==> src/rtl/lbm_pkg.sv <==
// Shared types, constants and arithmetic helpers for the D3Q15 collide/stream block.
// Used by every module of the block; depends on nothing.
package lbm_pkg;

	localparam int LBM_DW         = 32;
	localparam int LBM_FRAC       = 28;
	localparam int LBM_NUM_DIRS   = 15;
	localparam int LBM_NX_MAX     = 256;
	localparam int LBM_NY_MAX     = 256;
	localparam int LBM_FIFO_DEPTH = 4;

	localparam logic signed [31:0] Q_MAX        = 32'sh7fffffff;
	localparam logic signed [31:0] Q_MIN        = 32'sh80000000;
	localparam logic signed [31:0] Q_ONE        = 32'sd268435456;
	localparam logic signed [31:0] Q_HALF       = 32'sd134217728;
	localparam logic signed [31:0] Q_THREE_HALF = 32'sd402653184;

	// Register indexes on the configuration port
	localparam logic [1:0] REG_RELAX  = 2'd0;
	localparam logic [1:0] REG_WIDTH  = 2'd1;
	localparam logic [1:0] REG_HEIGHT = 2'd2;

	localparam logic [3:0] DIR_LAST = 4'd14;
	localparam logic [3:0] DIR_NONE = 4'd15;

	typedef logic [3:0] dir_t;

	typedef struct packed {
		logic [7:0]         node_x;
		logic [7:0]         node_y;
		logic [7:0]         node_z;
		dir_t               speed;
		logic signed [31:0] value;
		logic               solid;
		logic               boundary;
		logic signed [31:0] bc;
		logic               last;
	} lbm_item_t;

	typedef struct packed {
		logic [29:0] relax;
		logic [8:0]  width;
		logic [8:0]  height;
	} lbm_cfg_t;

	function automatic logic signed [1:0] dir_x(input dir_t k);
		logic signed [1:0] r;
		case (k) inside
			4'd1, 4'd7, 4'd9, 4'd11, 4'd13:  r = 2'sb01;
			4'd2, 4'd8, 4'd10, 4'd12, 4'd14: r = 2'sb11;
			default:                         r = 2'sb00;
		endcase
		return r;
	endfunction

	function automatic logic signed [1:0] dir_y(input dir_t k);
		logic signed [1:0] r;
		case (k) inside
			4'd3, 4'd7, 4'd8, 4'd11, 4'd12:  r = 2'sb01;
			4'd4, 4'd9, 4'd10, 4'd13, 4'd14: r = 2'sb11;
			default:                         r = 2'sb00;
		endcase
		return r;
	endfunction

	function automatic logic signed [1:0] dir_z(input dir_t k);
		logic signed [1:0] r;
		case (k) inside
			4'd5, 4'd7, 4'd8, 4'd9, 4'd10:   r = 2'sb01;
			4'd6, 4'd11, 4'd12, 4'd13, 4'd14: r = 2'sb11;
			default:                         r = 2'sb00;
		endcase
		return r;
	endfunction

	// Lattice weights 2/9, 1/9, 1/72 in Q3.28
	function automatic logic signed [31:0] dir_weight(input dir_t k);
		logic signed [31:0] r;
		case (k) inside
			4'd0:                              r = 32'sd59652324;
			4'd1, 4'd2, 4'd3, 4'd4, 4'd5, 4'd6: r = 32'sd29826162;
			default:                           r = 32'sd3728270;
		endcase
		return r;
	endfunction

	function automatic dir_t dir_opposite(input dir_t k);
		dir_t r;
		case (k)
			4'd1:    r = 4'd2;
			4'd2:    r = 4'd1;
			4'd3:    r = 4'd4;
			4'd4:    r = 4'd3;
			4'd5:    r = 4'd6;
			4'd6:    r = 4'd5;
			4'd7:    r = 4'd14;
			4'd8:    r = 4'd13;
			4'd9:    r = 4'd12;
			4'd10:   r = 4'd11;
			4'd11:   r = 4'd10;
			4'd12:   r = 4'd9;
			4'd13:   r = 4'd8;
			4'd14:   r = 4'd7;
			default: r = 4'd0;
		endcase
		return r;
	endfunction

	function automatic logic signed [31:0] sat_q(input logic signed [39:0] v);
		logic signed [31:0] r;
		if (v > 40'sd2147483647) begin
			r = Q_MAX;
		end else if (v < -40'sd2147483648) begin
			r = Q_MIN;
		end else begin
			r = v[31:0];
		end
		return r;
	endfunction

	// Round a Q7.56 product to nearest (ties away from zero) and saturate to Q3.28
	function automatic logic signed [31:0] round_q(input logic signed [63:0] p);
		logic [63:0]        mag;
		logic [63:0]        rs;
		logic signed [39:0] v;
		mag = p[63] ? 64'(-p) : 64'(p);
		rs  = (mag + 64'd134217728) >> LBM_FRAC;
		v   = $signed({1'b0, rs[38:0]});
		if (p[63]) begin
			v = -v;
		end
		return sat_q(v);
	endfunction

	// One term e*v of a dot product with a lattice direction component
	function automatic logic signed [39:0] dir_term(input logic signed [1:0] e,
	                                                input logic signed [31:0] v);
		logic signed [39:0] ext;
		logic signed [39:0] r;
		ext = $signed({{8{v[31]}}, v});
		if (e == 2'sb01) begin
			r = ext;
		end else if (e == 2'sb11) begin
			r = -ext;
		end else begin
			r = '0;
		end
		return r;
	endfunction

	// sat(3 * (e_k . v))
	function automatic logic signed [31:0] cu_q(input dir_t k, input logic signed [31:0] vx,
	                                            input logic signed [31:0] vy,
	                                            input logic signed [31:0] vz);
		logic signed [39:0] d;
		d = dir_term(dir_x(k), vx) + dir_term(dir_y(k), vy) + dir_term(dir_z(k), vz);
		return sat_q(40'sd3 * d);
	endfunction

endpackage

==> src/rtl/lbm_fifo.sv <==
// Short request queue between the front end and the node engine.
// Depends on lbm_pkg for the request type.
module lbm_fifo import lbm_pkg::*; #(
	parameter int DEPTH = LBM_FIFO_DEPTH
) (
	input  logic      clk,
	input  logic      arst_n,
	input  logic      push,
	input  lbm_item_t push_item,
	output logic      full,
	input  logic      pop,
	output lbm_item_t pop_item,
	output logic      empty
);

	localparam int PW = (DEPTH > 1) ? $clog2(DEPTH) : 1;
	localparam int CW = $clog2(DEPTH + 1);

	lbm_item_t       mem_q [DEPTH];
	logic [PW-1:0]   wr_ptr_q;
	logic [PW-1:0]   rd_ptr_q;
	logic [CW-1:0]   count_q;

	assign full     = (count_q == CW'(DEPTH));
	assign empty    = (count_q == '0);
	assign pop_item = mem_q[rd_ptr_q];

	// Advance pointers and occupancy
	always_ff @(posedge clk or negedge arst_n) begin
		if (!arst_n) begin
			wr_ptr_q <= '0;
			rd_ptr_q <= '0;
			count_q  <= '0;
		end else begin
			if (push) begin
				wr_ptr_q <= (wr_ptr_q == PW'(DEPTH - 1)) ? '0 : wr_ptr_q + PW'(1);
			end
			if (pop) begin
				rd_ptr_q <= (rd_ptr_q == PW'(DEPTH - 1)) ? '0 : rd_ptr_q + PW'(1);
			end
			if (push && !pop) begin
				count_q <= count_q + CW'(1);
			end else if (pop && !push) begin
				count_q <= count_q - CW'(1);
			end
		end
	end

	always_ff @(posedge clk) begin
		if (push) begin
			mem_q[wr_ptr_q] <= push_item;
		end
	end

endmodule

==> config.mk <==
export PLATFORM = sky130hd
export DESIGN_NAME = lbm_fifo
export DESIGN_NICKNAME = d
export VERILOG_FILES = /design/src/rtl/lbm_pkg.sv /design/src/rtl/lbm_fifo.sv
export SDC_FILE = /design/constraint.sdc
export NUM_CORES = 1
export LEC_CHECK = 0
export BUFFER_PORTS_ARGS = -buffer_cell sky130_fd_sc_hd__buf_4
export CAP_MARGIN = 15
export CORE_MARGIN = 2
export CORE_UTILIZATION = 57
export CTS_CLUSTER_DIAMETER = 50
export CTS_CLUSTER_SIZE = 25
export DETAILED_ROUTE_END_ITERATION = 6
export GPL_ROUTABILITY_DRIVEN = 0
export PLACE_DENSITY = 0.78
export REMOVE_ABC_BUFFERS = 1
export SYNTH_ARGS = -nofsm -noshare
export SYNTH_HDL_FRONTEND = slang
export SYNTH_SLANG_ARGS = --single-unit
export TNS_END_PERCENT = 10
==> constraint.sdc <==
create_clock -name clk -period 4.45 [get_ports clk]
set_input_delay 0 -clock clk [delete_from_list [all_inputs] [get_ports clk]]
set_output_delay 0 -clock clk [all_outputs]
set_load 0.05 [all_outputs]
# Yosys cells after proc, flatten, opt, wreduce, memory -nomap -nowiden
# Memory sizes are Yosys's and may differ from the RTL's.
# Index checks and enable logic that the tools add are counted.
# word_totals
wordCells,23
latchBits,0
romBits,0
ramBits,380
reg_bits,7
mem_count,1
in_bits,99
# memory_table
memory,depth,width,read_ports,rd_clocked_by_memory_dff,wr,line_no,text
mem_q,4,95,1,0,1,lbm_fifo.sv:19,lbm_item_t mem_q [DEPTH];
# classes
magnitude_cmp,0
add_sub_neg,4
n_eq_ne,3
muxes,6
reduce_logical,6
bitwise,0
shift,0
n_mul,0
div_mod_pow,0
# op_table
cell,n
3-bit 2-to-1 mux,2
"2-bit by 1-bit adder with 2-bit output, second input constant",2
"2-bit == test, second input constant",2
2-bit 2-to-1 mux,2
"3-bit by 1-bit adder with 3-bit output, second input constant",1
"3-bit == test, second input constant",1
3-bit logical NOT,1
"3-bit by 1-bit subtractor with 3-bit output, second input constant",1
1-bit logical AND,2
1-bit logical NOT,2
1-bit 2-to-1 mux,2
2-bit nonzero test,1

# Logic depth before layout (Yosys ltp)
# Gate-level depths: netlist (run 1).
# depth
ltp_word,4
mapped_depth,7
depth_no_buf,7

# Worst setup path after synthesis (run 1)
# No wires, ideal clock.
# synth_path
path_kind,register to register
from,register wr_ptr_q[0]
to,"memory mem_q[0][0] in the netlist's numbering, enable pin"
stages_incl_launch_ff,4
arrival_ps,2823
setup_slack_ps,1163
setup_ps,464
cell_sequence,dfrtp_1 inv_1 ha_1 and2_1
# synth_rtl
item,line_no,text
"start, declared",lbm_fifo.sv:20,logic [PW-1:0] wr_ptr_q;
"start signal, assigned",lbm_fifo.sv:36,wr_ptr_q <= (wr_ptr_q == PW'(DEPTH - 1)) ? '0 : wr_ptr_q + PW'(1);
"end, declared",lbm_fifo.sv:19,
# No word-level cell before the write port.

==> flow_summary.ini, run 1 <==
[worst_setup_path]
path_class = register to output port
start_kind = register
cp.arrival_ps = 2930
cp-end-kind = output port
crit_path_max_fanout = 52
worstPathRequired_ps = 4450

[die]
initial_utilization_pct = 58.1
core_mm2 = 0.0243
die_y_um = 161
die_w_um = 161
pin_count = 196
placementRows = 57
die_area_mm2 = 0.0261

[synthesis]
ys_warn_count = 0
syn_area_mm2 = 0.0141
ys_seq_elements = 387
syn_avg_cell_area_um2 = 26.5
synth_cell_types = 21
async_flop_share_pct = 1.81
postSynthCellCount = 534
yosysSeqAreaShare_pct = 82.0
synth_edf_count = 380
synth_flop_cell = edfxtp_1

[worst_hold_path]
hp-class = primary input to register

[clock_network]
cts_buffers = 30
cts_tree = done
clkTransAtPathRegs_ps = 90
clock-sinks = 387
cts_root_buffer = clkbuf_16
cts_resized = 0
clk_latency_ps = 560
cts_setup_buffers = 0
cts.path.max_buffers = 3
htree_levels = 1

[timing]
finalSetupViolations = 0
slew_headroom_pct = 24.6
final-hold-violation-count = 0
finalCritPeriodShare_pct = 65.9
setup_slack_ps = 1520
fin_crit_ps = 2930
fin_skew_ps = 14.3
max_freq_ghz = 0.341
worstMarginPinSlew_ps = 1130
rsz0062_at_grt = no
slew_violations = 0
tns_ps = 0

[grt]
antenna_found_initial = 1
grt_pass1_wl_um = 40700
grt_max_degree = 82
grt_overflow = 0
grt_pass1_vias = 7179
grt_usage_pct = 20.4

[finish]
multi_input_area_mm2 = 0.00237
area_growth_pct = 27.7
fillers = 1346
layout_commonest_cell = edfxtp_1
regArea_mm2 = 0.0116
fin_util_pct = 74.2
nets = 955
final_cell_mix = edfxtp_1, buf_4, dlygate4sd3_1
finalInstanceArea_mm2 = 0.0180
drive_gt1_share_pct = 41.9
instances_no_fill = 1199

[detailed_routing]
dr_total_vias = 6643
antenna_left = 0
drc = 0
wl_um = 26300
drt_first_pass_iters = 4
via_per_inst = 5.54
wl_per_cell_um = 21.9
drtIter0Drc = 546

[power]
leakagePower_uw = 0.00624
switching_share_pct = 38.2
ir_worst_vdd_uv = 541
power_frac_comb_pct = 37.8
seqPwrFrac_pct = 39.8
p_clk_share_pct = 22.4
p_int_uw = 7920
power_density_mw_per_mm2 = 710
power.switching_uw = 4900

[place]
placed_cell_area_mm2 = 0.0159
port_buffers = 195
dp.cells = 1042
dp_hpwl_um = 15300
place_ws_ps = 2040

[run]
cap_violations = 0

[status]
status = complete, no violations
## power groups by stage
stage / clock network [uW] / registers, uW / logic [uW]
global route: 3070 / 5190 / 5040
finish: 2870 / 5100 / 4850
floorplan: 0 / 5190 / 3480
CTS: 2930 / 5130 / 4900
global placement: 0 / 5150 / 4770
detailed placement: 0 / 5200 / 4810
## state kept, by name, summed over array words and instances, names as in the netlist
signal	count
mem_q	380
count_q	3
rd_ptr_q	2
wr_ptr_q	2
## cells by family (layout without fill, tap and decap cells)
family,Yosys count,count (layout),synth area share [%]
muxes,98,98,15.4
and+or+nand+nor,11,11,0.399
buffers and inverters,26,365,1.28
xor gates and xnor gates,3,3,0.186
AOI/OAI and AO/OA,2,2,0.0709
other,0,2,0
adders and majority gates,7,7,0.673
DFF,387,387,82.0
## worst paths after layout
kind	from	endpoint	slack, ps	cells after the start
hold / removal	push_item[85]	mem_q[0][85]$_DFFE_PP_	170	2
min in group asynchronous	arst_n	count_q[2]$_DFFE_PN0P_	430	3
setup reg to reg	wr_ptr_q[1]$_DFFE_PN0P_	mem_q[1][36]$_DFFE_PP_	2210	4
setup / recovery	rd_ptr_q[0]$_DFFE_PN0P_	pop_item[74]	1520	3
max in group asynchronous	arst_n	rd_ptr_q[1]$_DFFE_PN0P_	3740	3
hold reg to reg	count_q[2]$_DFFE_PN0P_	count_q[2]$_DFFE_PN0P_	500	1
## stage by stage
| stage | power [uW] | hold slack (ps) |
|---|---|---|
| 2_1_floorplan | 8670 | -296 |
| 3_3_place_gp | 9920 | -187 |
| 3_5_place_dp | 10000 | -183 |
| 4_1_cts | 13000 | 150 |
| 5_1_grt | 13300 | 153 |
| 6_report | 12800 | 175 |
## what timing repair did
| action | 4_1_cts | 5_1_grt |
|---|---|---|
| hold buffers | 99 | 0 |
| endpoints found under the hold margin | 393 | 0 |
| endpoints found under the setup margin | 0 | 0 |
## worst max-delay path, stage by stage (launching register included)
cell and delay, ps:
dfrtp_4 1120, buf_4 440, mux4_2 560, buf_4 210
## routing by layer
layer	part of all wire (%)	vias to the layer above	track usage [%]
li1	-	2939	-
met2	52	234	35.3
met1	40	3440	27.5
met5	0	-	0
met4	1.5	0	4.42
met3	6.3	30	3.90
## area by class of cell
type,count,share of cell area [%]
Multi-Input combinational cell,121,13.1
Sequential cell,387,64.2
Clock buffer,30,4.16
Tap cell,324,2.25
Timing Repair Buffer,305,14.1
Inverter,4,0.0832
Antenna cell,2,0.0277
Clock inverter,26,1.98
## cell usage after synthesis, types with 2 or more instances
cell	count	area share (%)
buf_8	2	0.21
buf_6	2	0.16
nand2_1	2	0.053
mux2_2	3	0.24
buf_2	8	0.28
nor2_1	3	0.080
edfxtp_1	380	81
o21ai_0	2	0.071
dfrtp_1	7	1.2
inv_1	4	0.11
and2_1	4	0.18
buf_4	5	0.27
ha_1	6	0.53
clkbuf_1	4	0.11
mux4_2	95	15
xor2_1	2	0.12
(Power assumes the default switching activity.)
==> run 2: changes to the inputs <==
--- a/config.mk
+++ b/config.mk
@@ -8,12 +8,12 @@
 export BUFFER_PORTS_ARGS = -buffer_cell sky130_fd_sc_hd__buf_4
 export CAP_MARGIN = 15
 export CORE_MARGIN = 2
-export CORE_UTILIZATION = 57
+export CORE_UTILIZATION = 51
 export CTS_CLUSTER_DIAMETER = 50
 export CTS_CLUSTER_SIZE = 25
 export DETAILED_ROUTE_END_ITERATION = 6
 export GPL_ROUTABILITY_DRIVEN = 0
-export PLACE_DENSITY = 0.78
+export PLACE_DENSITY = 0.74
 export REMOVE_ABC_BUFFERS = 1
 export SYNTH_ARGS = -nofsm -noshare
 export SYNTH_HDL_FRONTEND = slang
==> constraint.sdc (replaced) <==
create_clock -name clk -period 2.5 [get_ports clk]
set_input_delay 0 -clock clk [delete_from_list [all_inputs] [get_ports clk]]
set_output_delay 0 -clock clk [all_outputs]
set_load 0.05 [all_outputs]
==> run 2 against run 1 <==
Register-to-register slack got worse by 1500 ps. Clock-buffer cell count grew 10. Power up 83%. Hold slack improved by 61 ps. Combinational power rose by 91%. Clock power is 90% higher. Sequential share of layout area fell by 1.2 points. Cell area up 1.9%. Setup slack lost 1300 ps. Critical endpoint is now pop_item[16]. Non-clock buffer count increased by 7.
==> flow_summary.ini, run 2 (same netlist as run 1, synthesis figures left out) <==
[timing]
finalCritPeriodShare_pct = 91.6
slew_headroom_pct = 62.6
fin_skew_ps = 12.6
hold_slack_ps = 236
worstMarginPinSlew_ps = 562
finalSetupViolations = 0
setup_slack_ps = 209
final-hold-violation-count = 0
rsz0062_at_grt = no
slew_violations = 0
max_freq_ghz = 0.437
fin_crit_ps = 2290

[die]
die_y_um = 170
core_mm2 = 0.0271
placementRows = 60
die_w_um = 170
pin_count = 196
initial_utilization_pct = 52.1
die_area_mm2 = 0.0290

[clock_network]
clkTransAtPathRegs_ps = 70
cts_root_buffer = clkbuf_16
cts_tree = done
cts_buffers = 34
clock-sinks = 387
htree_levels = 2
clk_latency_ps = 500
cts.path.max_buffers = 3

[detailed_routing]
drtIter0Drc = 409
via_per_inst = 5.35
antenna_left = 0
wl_um = 26700
dr_total_vias = 6735
drt_first_pass_iters = 4
drc = 0
wl_per_cell_um = 21.2

[worst_setup_path]
cp.arrival_ps = 2290
timing.rr.start = wr_ptr_q[0]$_DFFE_PN0P_
crit_path_top_delay_cell = dfrtp_4
worstPathCellList = buf_4 -> mux4_2 -> buf_4
cpPeakStageDelay_ps = 780
path_class = register to output port
crit_path_max_fanout = 35
worstPathRequired_ps = 2500
cp_common_cell = buf_4
cp-end-kind = output port
crit_start = rd_ptr_q[1]$_DFFE_PN0P_
start_kind = register

[finish]
instances_no_fill = 1259
nets = 966
reg_top3 = mem_q x380, count_q x3
layout_commonest_cell = edfxtp_1
largest_reg_flops = 380
finalInstanceArea_mm2 = 0.0184
fillers = 1684
largest_register = mem_q
final_cell_mix = edfxtp_1, buf_4, dlygate4sd3_1
area_growth_pct = 30.2
drive_gt1_share_pct = 42.3

[grt]
grt_max_degree = 39
grt_overflow = 0
antenna_found_initial = 2
grt_pass1_wl_um = 40500
grt_pass1_vias = 7480
grt_usage_pct = 18.4

[run]
cap_violations = 0

[power]
power_density_mw_per_mm2 = 1280
ir_worst_vdd_uv = 905
leakagePower_uw = 0.00636

[place]
dp.cells = 1096
dp_hpwl_um = 16000
place_ws_ps = 566
port_buffers = 195
placed_cell_area_mm2 = 0.0162

[worst_hold_path]
hp-class = primary input to register
min-delay-start = push_item[15]

[status]
status = complete, no violations
[run 2: worst paths after layout]
path,endpoint,slack (ps),cells past startpoint
min in group asynchronous,count_q[1]$_DFFE_PN0P_,470,3
setup / recovery,pop_item[16],210,3
setup reg to reg,mem_q[0][77]$_DFFE_PP_,660,4
hold reg to reg,count_q[2]$_DFFE_PN0P_,520,1
hold / removal,mem_q[2][15]$_DFFE_PP_,240,2
max in group asynchronous,rd_ptr_q[1]$_DFFE_PN0P_,1720,3
[run 2: power breakdown]
| group | switching, uW | leakage, uW | total [uW] | internal (uW) |
|---|---|---|---|---|
| combinational | 5880 | 0.00221 | 9270 | 3390 |
| sequential | 458 | 0.00357 | 8770 | 8310 |
| clock | 2340 | 0.000574 | 5440 | 3100 |
| total | 8690 | 0.00636 | 23500 | 14800 |
[run 2: routing by layer]
| metal | part of all wire [%] | global-route usage, % | wire (um) | vias to the layer above |
|---|---|---|---|---|
| li1 | - | - | - | 2956 |
| met1 | 41 | 23.9 | 10900 | 3537 |
| met2 | 52 | 32.1 | 13900 | 211 |
| met3 | 5.9 | 4.19 | 1580 | 29 |
| met4 | 1.2 | 4.27 | 331 | 2 |
| met5 | 0.049 | 0 | 13 | - |
[run 2: cell type report]
type | instances | area, um2 | area share, %
Multi-Input combinational cell | 121 | 2370 | 12.9
Clock buffer | 40 | 937 | 5.09
Timing Repair Buffer | 312 | 2750 | 15.0
Inverter | 4 | 15.0 | 0.0816
Tap cell | 372 | 465 | 2.53
Antenna cell | 1 | 2.50 | 0.0136
Clock inverter | 22 | 256 | 1.39
Sequential cell | 387 | 11600 | 63.0
[run 2: critical path: cells and delay by family, from the launching register on]
| kind | cells | cell delay (ps) |
|---|---|---|
| buffers and inverters | 2 | 610 |
| DFF | 1 | 780 |
| muxes | 1 | 390 |
[run 2: what timing repair did]
action | in CTS | in global routing
endpoints found under the setup margin | 0 | 19
hold buffers | 99 | 0
buffers inserted | 0 | 1
hold endpoints to repair | 392 | 0
resized for setup | 0 | 0
[run 2: stage by stage]
stage / utilization (%) / TNS, ps / total power [uW]
6_report: 67.9 / 0 / 23500
5_1_grt: 67.9 / 0 / 24400
4_1_cts: 67.8 / 0 / 23700
3_5_place_dp: 59.7 / 0 / 18100
3_3_place_gp: 59.7 / 0 / 17900
2_1_floorplan: - / -489810 / 14700
