==> src/rtl/lbm_pkg.sv <==
// Shared types, constants and arithmetic helpers for the D3Q15 collide/stream block.
// Used by every module of the block; depends on nothing.
package lbm_pkg;

	localparam int LBM_DW         = 32;
	localparam int LBM_FRAC       = 28;
	localparam int LBM_NUM_DIRS   = 15;
	localparam int LBM_NX_MAX     = 256;
	localparam int LBM_NY_MAX     = 256;
	localparam int LBM_FIFO_DEPTH = 4;

	localparam logic signed [31:0] Q_MAX        = 32'sh7fffffff;
	localparam logic signed [31:0] Q_MIN        = 32'sh80000000;
	localparam logic signed [31:0] Q_ONE        = 32'sd268435456;
	localparam logic signed [31:0] Q_HALF       = 32'sd134217728;
	localparam logic signed [31:0] Q_THREE_HALF = 32'sd402653184;

	// Register indexes on the configuration port
	localparam logic [1:0] REG_RELAX  = 2'd0;
	localparam logic [1:0] REG_WIDTH  = 2'd1;
	localparam logic [1:0] REG_HEIGHT = 2'd2;

	localparam logic [3:0] DIR_LAST = 4'd14;
	localparam logic [3:0] DIR_NONE = 4'd15;

	typedef logic [3:0] dir_t;

	typedef struct packed {
		logic [7:0]         node_x;
		logic [7:0]         node_y;
		logic [7:0]         node_z;
		dir_t               speed;
		logic signed [31:0] value;
		logic               solid;
		logic               boundary;
		logic signed [31:0] bc;
		logic               last;
	} lbm_item_t;

	typedef struct packed {
		logic [29:0] relax;
		logic [8:0]  width;
		logic [8:0]  height;
	} lbm_cfg_t;

	function automatic logic signed [1:0] dir_x(input dir_t k);
		logic signed [1:0] r;
		case (k) inside
			4'd1, 4'd7, 4'd9, 4'd11, 4'd13:  r = 2'sb01;
			4'd2, 4'd8, 4'd10, 4'd12, 4'd14: r = 2'sb11;
			default:                         r = 2'sb00;
		endcase
		return r;
	endfunction

	function automatic logic signed [1:0] dir_y(input dir_t k);
		logic signed [1:0] r;
		case (k) inside
			4'd3, 4'd7, 4'd8, 4'd11, 4'd12:  r = 2'sb01;
			4'd4, 4'd9, 4'd10, 4'd13, 4'd14: r = 2'sb11;
			default:                         r = 2'sb00;
		endcase
		return r;
	endfunction

	function automatic logic signed [1:0] dir_z(input dir_t k);
		logic signed [1:0] r;
		case (k) inside
			4'd5, 4'd7, 4'd8, 4'd9, 4'd10:   r = 2'sb01;
			4'd6, 4'd11, 4'd12, 4'd13, 4'd14: r = 2'sb11;
			default:                         r = 2'sb00;
		endcase
		return r;
	endfunction

	// Lattice weights 2/9, 1/9, 1/72 in Q3.28
	function automatic logic signed [31:0] dir_weight(input dir_t k);
		logic signed [31:0] r;
		case (k) inside
			4'd0:                              r = 32'sd59652324;
			4'd1, 4'd2, 4'd3, 4'd4, 4'd5, 4'd6: r = 32'sd29826162;
			default:                           r = 32'sd3728270;
		endcase
		return r;
	endfunction

	function automatic dir_t dir_opposite(input dir_t k);
		dir_t r;
		case (k)
			4'd1:    r = 4'd2;
			4'd2:    r = 4'd1;
			4'd3:    r = 4'd4;
			4'd4:    r = 4'd3;
			4'd5:    r = 4'd6;
			4'd6:    r = 4'd5;
			4'd7:    r = 4'd14;
			4'd8:    r = 4'd13;
			4'd9:    r = 4'd12;
			4'd10:   r = 4'd11;
			4'd11:   r = 4'd10;
			4'd12:   r = 4'd9;
			4'd13:   r = 4'd8;
			4'd14:   r = 4'd7;
			default: r = 4'd0;
		endcase
		return r;
	endfunction

	function automatic logic signed [31:0] sat_q(input logic signed [39:0] v);
		logic signed [31:0] r;
		if (v > 40'sd2147483647) begin
			r = Q_MAX;
		end else if (v < -40'sd2147483648) begin
			r = Q_MIN;
		end else begin
			r = v[31:0];
		end
		return r;
	endfunction

	// Round a Q7.56 product to nearest (ties away from zero) and saturate to Q3.28
	function automatic logic signed [31:0] round_q(input logic signed [63:0] p);
		logic [63:0]        mag;
		logic [63:0]        rs;
		logic signed [39:0] v;
		mag = p[63] ? 64'(-p) : 64'(p);
		rs  = (mag + 64'd134217728) >> LBM_FRAC;
		v   = $signed({1'b0, rs[38:0]});
		if (p[63]) begin
			v = -v;
		end
		return sat_q(v);
	endfunction

	// One term e*v of a dot product with a lattice direction component
	function automatic logic signed [39:0] dir_term(input logic signed [1:0] e,
	                                                input logic signed [31:0] v);
		logic signed [39:0] ext;
		logic signed [39:0] r;
		ext = $signed({{8{v[31]}}, v});
		if (e == 2'sb01) begin
			r = ext;
		end else if (e == 2'sb11) begin
			r = -ext;
		end else begin
			r = '0;
		end
		return r;
	endfunction

	// sat(3 * (e_k . v))
	function automatic logic signed [31:0] cu_q(input dir_t k, input logic signed [31:0] vx,
	                                            input logic signed [31:0] vy,
	                                            input logic signed [31:0] vz);
		logic signed [39:0] d;
		d = dir_term(dir_x(k), vx) + dir_term(dir_y(k), vy) + dir_term(dir_z(k), vz);
		return sat_q(40'sd3 * d);
	endfunction

endpackage

==> src/rtl/lbm_front.sv <==
// Front end: takes requests, drops undefined directions, tags the node's last direction.
// Depends on lbm_pkg; feeds lbm_fifo.
module lbm_front import lbm_pkg::*; (
	input  logic      clk,
	input  logic      arst_n,
	input  logic      item_valid,
	output logic      item_stall,
	input  lbm_item_t item_in,
	output logic      push,
	output lbm_item_t push_item,
	input  logic      fifo_full
);

	logic      valid_s1;
	lbm_item_t item_s1;
	lbm_item_t item_mark;
	logic      accept;

	assign item_stall = valid_s1 && fifo_full;
	assign accept     = item_valid && !item_stall;
	assign push       = valid_s1 && !fifo_full;
	assign push_item  = item_s1;

	// Mark the request that closes a node
	always_comb begin
		item_mark      = item_in;
		item_mark.last = (item_in.speed == DIR_LAST);
	end

	// Hold one classified request until the queue takes it
	always_ff @(posedge clk or negedge arst_n) begin
		if (!arst_n) begin
			valid_s1 <= 1'b0;
		end else if (accept && item_in.speed != DIR_NONE) begin
			valid_s1 <= 1'b1;
		end else if (push) begin
			valid_s1 <= 1'b0;
		end
	end

	always_ff @(posedge clk) begin
		if (accept) begin
			item_s1 <= item_mark;
		end
	end

endmodule

==> config.mk <==
export PLATFORM = sky130hd
export DESIGN_NAME = lbm_front
export DESIGN_NICKNAME = d
export VERILOG_FILES = /design/src/rtl/lbm_pkg.sv /design/src/rtl/lbm_front.sv
export SDC_FILE = /design/constraint.sdc
export NUM_CORES = 1
export LEC_CHECK = 0
export ABC_AREA = 1
export BUFFER_PORTS_ARGS = -buffer_cell sky130_fd_sc_hd__buf_2
export CAP_MARGIN = 5
export CORE_MARGIN = 2
export CORE_UTILIZATION = 41
export CTS_CLUSTER_SIZE = 20
export DETAILED_ROUTE_END_ITERATION = 7
export MAX_ROUTING_LAYER = met4
export PLACE_DENSITY = 0.77
export SLEW_MARGIN = 20
export SYNTH_ARGS = -nofsm -noshare
export SYNTH_HDL_FRONTEND = slang
export SYNTH_SLANG_ARGS = --single-unit
==> constraint.sdc <==
create_clock -name clk -period 6.1 [get_ports clk]
set_input_delay 1.22 -clock clk [delete_from_list [all_inputs] [get_ports clk]]
set_output_delay 1.22 -clock clk [all_outputs]
set_load 0.01 [all_outputs]
== After elaboration in Yosys (flattened, before gate mapping) ==
Cells that the tools add are included.

* Flip-flop bits (word level): 96
* Bits in latches: 0
* RAM bits: 0
* Bits in read-only memories: 0
* Bits of input ports: 99
* Logic and storage cells: 21
* Memories kept: 0

* Add/subtract/negate cells: 0
* $mul: 0
* Divide/modulo/power cells: 0
* Order comparisons: 0
* Eq/ne operators: 2
* Shift-type cells: 0
* Muxes and demuxes: 2
* Bitwise gates (word level): 0
* Reduce and logical (&&, ||, !) cells: 7

{| class="wikitable"
|+ Operators with widths
! kind !! count
|-
| equality test 4 bit, second input constant || 1
|-
| logical AND 1 bit || 4
|-
| != test 4 bit, second input constant || 1
|-
| zero test 1 bit || 2
|-
| two-way mux 1 bit || 2
|-
| nonzero test 2 bit || 1
|}

== Depth between registers and ports, before layout ==
Gate-level depths: netlist of the first run.

* Depth after elaboration: 5
* Mapped depth: 3

== Worst setup path before layout of the first run ==
Ideal clock, no wire load.

* Path type: input to register
* From: in fifo_full
* To: reg item_s1, in the netlist push_item[0], enable pin
* Data arrival time: 5,342 ps
* Required time: 5,549 ps
* Setup slack: 207 ps
* Cell stages on the path: 3
* Path buffers: 0
* Cells stage by stage: nand2_1 inv_2 nor2_1

* Cells in the longest elaborated chain, start to end: 3

{| class="wikitable"
|+ RTL lines
! item !! RTL line !! text
|-
| from (decl) || lbm_front.sv:11 || <nowiki>input logic fifo_full</nowiki>
|-
| logical AND 1 bit || lbm_front.sv:19 || <nowiki>assign item_stall = valid_s1 && fifo_full;</nowiki>
|-
| net item_stall || lbm_front.sv:7 || <nowiki>output logic item_stall,</nowiki>
|-
| zero test 1 bit || lbm_front.sv:20 || <nowiki>assign accept = item_valid && !item_stall;</nowiki>
|-
| logical AND 1 bit || lbm_front.sv:20 ||
|-
| net accept || lbm_front.sv:17 || <nowiki>logic accept;</nowiki>
|-
| to (signal assigned) || lbm_front.sv:43 || <nowiki>item_s1 <= item_mark;</nowiki>
|-
| to (decl) || lbm_front.sv:15 || <nowiki>lbm_item_t item_s1;</nowiki>
|}

The timed path passes the listed nets, and every way through them passes these cells.
A chain may end at the register's enable or synchronous reset.

== Final worst setup path of the first run ==
* From: in fifo_full
* To: reg item_s1, in the netlist push_item[33], enable pin

* Cells in the longest elaborated chain, start to end: 3

{| class="wikitable"
|+ RTL lines
! item !! RTL line
|-
| logical AND 1 bit || lbm_front.sv:19
|-
| zero test 1 bit || lbm_front.sv:20
|-
| logical AND 1 bit || lbm_front.sv:20
|-
| net accept || lbm_front.sv:17
|}

The timed path passes the listed nets, and every way through them passes these cells.

==> impl_metrics.yaml, run 1 <==
run_status:
  status: "complete, no violations"
floorplan:
  die_h_um: 88.6
  dieArea_sq_mm: 0.00785
  die_x_um: 88.6
  coreArea_sq_mm: 0.00687
  io_pins: 196
  num_rows: 30
  start_util_pct: 42.7
min_path:
  min_from: "valid_s1$_DFFE_PN0P_"
  hold_class: "reg -> reg"
setup_path:
  cp_max_fo: 59
  required_ps: 6090
  crit_type: "in -> reg"
  startpoint: "fifo_full"
  arrival_ps: 2970
  worstSetupEndpointType: "flop"
  crit_path_start_kind: "primary input"
  rr_startpoint: "valid_s1$_DFFE_PN0P_"
power:
  p_leak_nw: 1.83
  pwr-share-clk_pct: 33.8
  pwr-share-comb_pct: 8.0
  p_sw_w: 0.000286
  swShare_pct: 21.4
  seqPwrFrac_pct: 58.3
  p_per_area_mw_per_mm2: 313
  ir_worst_vdd_uv: 185
  p_int_w: 0.00105
clock_tree:
  clkTransAtPathRegs_ps: 90
  postCtsSetupBuffers: 0
  cts-root-buf: "clkbuf_8"
  cts_made_buffers: 9
  ctsResizeCount: 0
  cts_hold_buf: 0
  cts_sinks: 96
  cts_tree: "yes"
  clockBufferDepth: 2
  cts_max_level: 3
  insertion_delay_ps: 350
logic_synthesis:
  synthAdderAreaFrac_pct: 0
  synth_xor_area_share_pct: 0
  synthCells: 107
  syn-num-nets: 206
  netlist_area_sq_mm: 0.00294
  synth_top_family_by_area: "simple AND/OR/NAND/NOR gates"
  synthMuxAreaShare_pct: 0
  yosysSeqAreaShare_pct: 98.0
  synth_seq_cells: 96
  synth-simple-area-share_pct: 1.28
  synth_cell_types: 9
  yosysWarnings: 0
  synth_compound_area_share_pct: 0.298
  syn_avg_cell_area_sq_um: 27.4
timing:
  setup_violations: 0
  fin_skew_ps: 6.81
  period_needed_ps: 2990
  hold_viol_final: 0
  finalCritPeriodShare_pct: 48.9
  max_freq_mhz: 335
  fin_hold_ws_ps: 553
  final.setup.tns_ps: 0
  relSlewSlack_pct: 34.3
  rsz0062_at_grt: "false"
  tightest_slew_ps: 983
  drv_slew: 0
drt:
  vias: 1789
  wirelength_um: 6540
  post_drt_via_cell_ratio: 4.31
  drt-wirelength-per-cell_um: 15.8
  antenna_left: 0
  first_pass_iters: 4
  drtIter0Drc: 59
  drc: 0
global_routing:
  grt_pass1_vias: 1878
  overflow: 0
  grt_max_degree: 60
  grt_use_total_pct: 17.2
  grt_pass1_wl_um: 9010
  antenna_found_initial: 1
cells_and_area:
  final_cell_mix: "buf_2, edfxtp_1, clkbuf_8"
  layout.nets: 412
  n_fill_cell: 521
  fin_cells: 415
  drive_gt1_share_pct: 67.3
  final_common_cell: "buf_2"
  multiInputGateArea_sq_um: 53.8
  seq_area_sq_mm: 0.00288
  syn_to_final_growth_pct: 45.2
placement:
  gp_congestion: 0.736
  portBuffers: 194
  dp_cells: 398
run:
  cap_violations: 0
final cells by class:
cell class,count,share of cell area (%)
clock buffers,10,2.99
well taps,96,2.82
multi-input cells,8,1.26
diodes,1,0.0587
inverters,3,0.264
flip-flops and latches,96,67.5
repair buffers,195,23.0
clock inverters,6,2.11
per-stage QoR:
step	area [sq um]	util [%]	total power (W)	worst slack, ps
6_report	4260	62.0	0.00134	3110
5_1_grt	4260	62.0	0.00138	2930
4_1_cts	4260	62.0	0.00135	3130
3_5_place_dp	4040	58.8	0.000902	2730
3_3_place_gp	4040	58.8	0.000897	2780
2_1_floorplan	2940	-	0.000835	207
critical path, stage by stage:
cell and delay, ps:
buf_2 100, nand2_1 90, inv_2 50, nor2_4 730, buf_4 710
kinds of logic after synthesis:
kind of cell / after synthesis
buffers and inverters: 3
flip-flops: 96
AO/OA/AOI/OAI: 1
AND/OR/NAND/NOR: 7
final timing paths:
path                                      endpoint  slack, ps  cells after the start
min reg2reg                   valid_s1$_DFFE_PN0P_        550                      2
max reg2reg                push_item[33]$_DFFE_PP_       3690                      4
min in group asynchronous     valid_s1$_DFFE_PN0P_        620                      1
max                        push_item[33]$_DFFE_PP_       3110                      5
max in group asynchronous     valid_s1$_DFFE_PN0P_       5400                      1
min                           valid_s1$_DFFE_PN0P_        550                      2
synth_stat cells (all sizes together):
| library cell | number | area (sq um) |
|---|---|---|
| nor2 | 2 | 7.51 |
| inv | 3 | 11.3 |
| edfxtp | 95 | 2850 |
| dfrtp | 1 | 25.0 |
| nand2 | 4 | 17.5 |
| o21ai | 1 | 8.76 |
| nor3b | 1 | 12.5 |
power groups by stage:
| stage | Sequential [W] | Clock (W) | Combinational (W) |
|---|---|---|---|
| floorplan | 0.000819 | 0 | 0.0000150 |
| global placement | 0.000792 | 0 | 0.000105 |
| detailed placement | 0.000794 | 0 | 0.000108 |
| CTS | 0.000779 | 0.000465 | 0.000108 |
| global route | 0.000782 | 0.000486 | 0.000116 |
| finish | 0.000778 | 0.000451 | 0.000106 |
layer usage:
layer	GRT usage, %	wire (um)	share of wire (%)
met4	9.92	201	3.1
met2	27.4	3530	54
met5	-	0	0
met1	18.3	2230	34
met3	6.62	575	8.8
state kept, by name (all words and copies together), names as in the netlist:
name and cells:
push_item 95, valid_s1 1
Note: power is estimated with default switching activity, not from simulation.
==> run 2: changes to the inputs <==
- CORE_UTILIZATION: 41 -> 37
- PLACE_DENSITY: 0.77 -> 0.73
- clock period: 6.1 -> 2.5 ns (I/O delays scaled with it)
==> impl_metrics.yaml, run 2 (synthesized netlist as in run 1, its figures left out) <==
floorplan:
  die_x_um: 93.1
  dieArea_sq_mm: 0.00866
  start_util_pct: 38.2
  die_h_um: 93.1
  coreArea_sq_mm: 0.00769
  io_pins: 196
  num_rows: 32
timing:
  period_needed_ps: 1520
  drv_slew: 0
  worst_slack_ps: 979
  final.setup.tns_ps: 0
  rsz0062_at_grt: "false"
  fin_hold_ws_ps: 313
  setup_violations: 0
  relSlewSlack_pct: 69.6
  tightest_slew_ps: 455
  max_freq_mhz: 657
  hold_viol_final: 0
  fin_skew_ps: 15.7
  finalCritPeriodShare_pct: 60.9
drt:
  top_layer: "met4"
  drc: 0
  wirelength_um: 6380
  vias: 1796
  met3_length_um: 702
  drtIter0Drc: 89
  drt-wirelength-per-cell_um: 15.1
  antenna_left: 0
  route.met2.wl_um: 3450
  post_drt_via_cell_ratio: 4.25
  first_pass_iters: 4
  m1WireLength_um: 2130
setup_path:
  required_ps: 2000
  crit_path_start_kind: "flop"
  crit_type: "reg -> out"
  cp_max_fo: 2
  worstSetupEndpointType: "primary output"
  arrival_ps: 1020
clock_tree:
  postCtsSetupBuffers: 0
  cts_tree: "yes"
  clockBufferDepth: 2
  cts_hold_buf: 1
  clkTransAtPathRegs_ps: 100
  cts-root-buf: "clkbuf_8"
  cts_sinks: 96
  insertion_delay_ps: 350
  cts_max_level: 3
  ctsResizeCount: 0
  cts_made_buffers: 9
global_routing:
  overflow: 0
  antenna_found_initial: 1
  grt_pass1_wl_um: 9270
  grt_use_total_pct: 15.2
  grt_pass1_vias: 1844
  grt_max_degree: 59
cells_and_area:
  fin_util_pct: 55.5
  final_common_cell: "buf_2"
  final_area_sq_mm: 0.00427
  syn_to_final_growth_pct: 45.4
  seq_area_sq_mm: 0.00288
  multiInputGateArea_sq_um: 53.8
  drive_gt1_share_pct: 67.5
  final_cell_mix: "buf_2, edfxtp_1, clkbuf_8"
  layout.nets: 414
  largest_register_ffs: 95
  n_fill_cell: 648
placement:
  portBuffers: 194
  post-place-ws_ps: 828
  gp_congestion: 0.752
  post_dp_cell_area_sq_mm: 0.00407
  post-dp-hpwl_um: 4990
power:
  pwr-share-clk_pct: 30.2
  p_sw_w: 0.000721
  p_int_w: 0.00238
  seqPwrFrac_pct: 61.3
  ir_worst_vdd_uv: 440
  p_leak_nw: 1.83
  p_per_area_mw_per_mm2: 727
  pwr-share-comb_pct: 8.6
  swShare_pct: 23.3
run:
  cap_violations: 0
min_path:
  hold_class: "in -> reg"
run_status:
  status: "complete, no violations"
[run 2: cell count changes in the layout (fill, tap and decap cells not counted)]
cell	delta
buf_12	+1
dlygate4sd3_1	+1
bufinv_16	-2
clkbuf_1	-1
clkinv_4	+1
inv_8	+2
[run 2: per-stage QoR]
step	instances	power, W
global placement	405	0.00219
floorplan	107	0.00203
detailed placement	405	0.00221
global route	423	0.00323
finish	423	0.00310
CTS	422	0.00314
[run 2: routing by layer]
layer | GRT usage [%] | vias up
li1 | - | 841
met1 | 15.4 | 834
met2 | 25.7 | 111
met3 | 7.09 | 10
met4 | 5.64 | 0
met5 | - | -
[run 2: worst max-delay path, stage by stage, from the launching register on]
cell and delay, ps:
dfrtp_1 400, nand2_1 90, inv_2 50, buf_2 140
[run 2: final timing paths]
check	start	to	slack, ps	cells after the start
setup / recovery	valid_s1$_DFFE_PN0P_	item_stall	980	3
hold / removal	item_in[31]	push_item[31]$_DFFE_PP_	310	1
setup reg to reg	valid_s1$_DFFE_PN0P_	push_item[39]$_DFFE_PP_	1070	4
hold reg to reg	valid_s1$_DFFE_PN0P_	valid_s1$_DFFE_PN0P_	570	2
max in group asynchronous	arst_n	valid_s1$_DFFE_PN0P_	1950	2
min in group asynchronous	arst_n	valid_s1$_DFFE_PN0P_	460	2
[run 2: power groups by stage]
| stage | Combinational (W) | Sequential (W) | Clock (W) |
|---|---|---|---|
| floorplan | 0.0000385 | 0.00199 | 0 |
| global placement | 0.000262 | 0.00193 | 0 |
| detailed placement | 0.000268 | 0.00194 | 0 |
| CTS | 0.000270 | 0.00190 | 0.000972 |
| global route | 0.000287 | 0.00191 | 0.00104 |
| finish | 0.000265 | 0.00190 | 0.000936 |
[run 2: final cells by class]
type,instances,area share (%)
Antenna cell,1,0.0587
Clock buffer,9,2.90
Clock inverter,7,1.44
Inverter,3,0.264
Multi-Input combinational cell,8,1.26
Sequential cell,96,67.4
Tap cell,102,2.99
Timing Repair Buffer,197,23.6
==> run 3: changes to the inputs <==
- CORE_UTILIZATION: 37 -> 41
- PLACE_DENSITY: 0.73 -> 0.77
- clock period: 2.5 -> 1.5 ns (I/O delays scaled with it)
==> impl_metrics.yaml, run 3 (synthesized netlist as in run 1, its figures left out) <==
timing:
  rsz0062_at_grt: "false"
  fin_hold_ws_ps: 123
  fin_skew_ps: 6.39
  max_freq_mhz: 766
  hold_viol_final: 0
  tightest_slew_ps: 262
  setup_violations: 0
  relSlewSlack_pct: 82.5
  drv_slew: 0
  finalCritPeriodShare_pct: 87.1
  period_needed_ps: 1310
drt:
  first_pass_iters: 4
  wirelength_um: 6190
  drt-wirelength-per-cell_um: 14.8
  drtIter0Drc: 64
  drc: 0
  vias: 1812
  post_drt_via_cell_ratio: 4.33
  antenna_left: 0
cells_and_area:
  final_area_sq_mm: 0.00428
  syn_to_final_growth_pct: 45.7
  drive_gt1_share_pct: 67.5
  largest_register_ffs: 95
  final_cell_mix: "buf_2, edfxtp_1, clkbuf_8"
  layout.nets: 414
  final_common_cell: "buf_2"
power:
  ir_worst_vdd_uv: 767
  p_per_area_mw_per_mm2: 1210
  p_leak_nw: 1.83
clock_tree:
  clkTransAtPathRegs_ps: 90
  cts_max_level: 3
  cts_sinks: 96
  insertion_delay_ps: 340
  cts_made_buffers: 9
  cts_tree: "yes"
  ctsResizeCount: 0
  cts-root-buf: "clkbuf_8"
  clockBufferDepth: 2
setup_path:
  r2r-end: "push_item[75]$_DFFE_PP_"
  r2r_cells: 4
  required_ps: 1200
  arrival_ps: 1010
  crit_path_start_kind: "flop"
  rr_startpoint: "valid_s1$_DFFE_PN0P_"
  crit_buf_inv: 2
  crit_chain: "nand2_1 > inv_2 > buf_2"
  slowest_delay_ps: 390
  critPathTopFamily: "flip-flops"
  r2r_setup_slack_ps: 210
  worstSetupEndpointType: "primary output"
  cp_max_fo: 2
  slowest_stage: "dfrtp_1"
  crit_type: "reg -> out"
min_path:
  hold_class: "in -> reg"
  min_from: "item_in[80]"
  whs_path_depth: 1
  whs_endpoint: "push_item[80]$_DFFE_PP_"
run_status:
  status: "complete, no violations"
placement:
  gp_congestion: 0.727
  portBuffers: 194
  post-dp-hpwl_um: 4760
  post_dp_cell_area_sq_mm: 0.00407
run:
  cap_violations: 0
floorplan:
  dieArea_sq_mm: 0.00785
  die_x_um: 88.6
  num_rows: 30
  die_h_um: 88.6
  start_util_pct: 42.7
  coreArea_sq_mm: 0.00687
  io_pins: 196
global_routing:
  overflow: 0
  grt_pass1_wl_um: 8510
  grt_use_total_pct: 16.0
  antenna_found_initial: 2
  grt_max_degree: 52
  grt_pass1_vias: 1779
## run 3: changes by cell type in the layout (fill, tap and decap cells not counted)
cell        delta
clkinv_2       +3
clkinv_4       -2
clkinvlp_4     +2
inv_6          -2
inv_8          -2
buf_12         +1
buf_4          -1
bufinv_16      +1
clkbuf_1       +1
clkinv_1       -1
diode_2        +1
## run 3: how the worst max path moves through the flow
stage / start / end / slack [ps] / depth (start not counted)
6_report: valid_s1$_DFFE_PN0P_ / item_stall / 190 / 3
5_1_grt: valid_s1$_DFFE_PN0P_ / item_stall / 130 / 3
4_1_cts: valid_s1$_DFFE_PN0P_ / item_stall / 160 / 3
3_5_place_dp: fifo_full / push_item[20]$_DFFE_PP_ / 180 / 5
3_3_place_gp: fifo_full / push_item[11]$_DFFE_PP_ / 200 / 5
2_1_floorplan: valid_s1$_DFFE_PN0P_ / push_item[0]$_DFFE_PP_ / -820 / 3
## run 3: layout make-up
| type | instances | area [sq um] |
|---|---|---|
| diodes | 2 | 5.00 |
| clock buffers | 10 | 128 |
| clock inverters | 6 | 60.1 |
| fillers | 534 | 2590 |
| inverters | 3 | 11.3 |
| multi-input cells | 8 | 53.8 |
| flip-flops and latches | 96 | 2880 |
| well taps | 96 | 120 |
| repair buffers | 197 | 1020 |
## run 3: through the flow
stage | setup TNS (ps) | std cells | power, W | worst slack, ps | utilization (%)
finish | 0 | 418 | 0.00519 | 194 | 62.3
global route | 0 | 418 | 0.00538 | 125 | 62.3
CTS | 0 | 416 | 0.00526 | 165 | 62.2
detailed placement | 0 | 399 | 0.00368 | 175 | 59.3
global placement | 0 | 399 | 0.00366 | 201 | 59.3
floorplan | -77520 | 107 | 0.00338 | -816 | -
## run 3: layer usage
layer,up-vias,routed length [um],track usage [%]
li1,840,-,-
met1,839,2110,16.4
met2,121,3240,25.6
met3,12,752,7.56
met4,0,87,8.40
met5,-,0,-
## run 3: power by group
group          internal [W]  switching [W]  total [W]
sequential          0.00313      0.0000326    0.00316
clock              0.000762       0.000815    0.00158
combinational      0.000202       0.000246   0.000448
total               0.00409        0.00109    0.00519
## run 3: timing repair
item / CTS / global route
hold endpoints to repair: 1 / 0
setup buffers: 0 / 0
hold buffers: 1 / 0
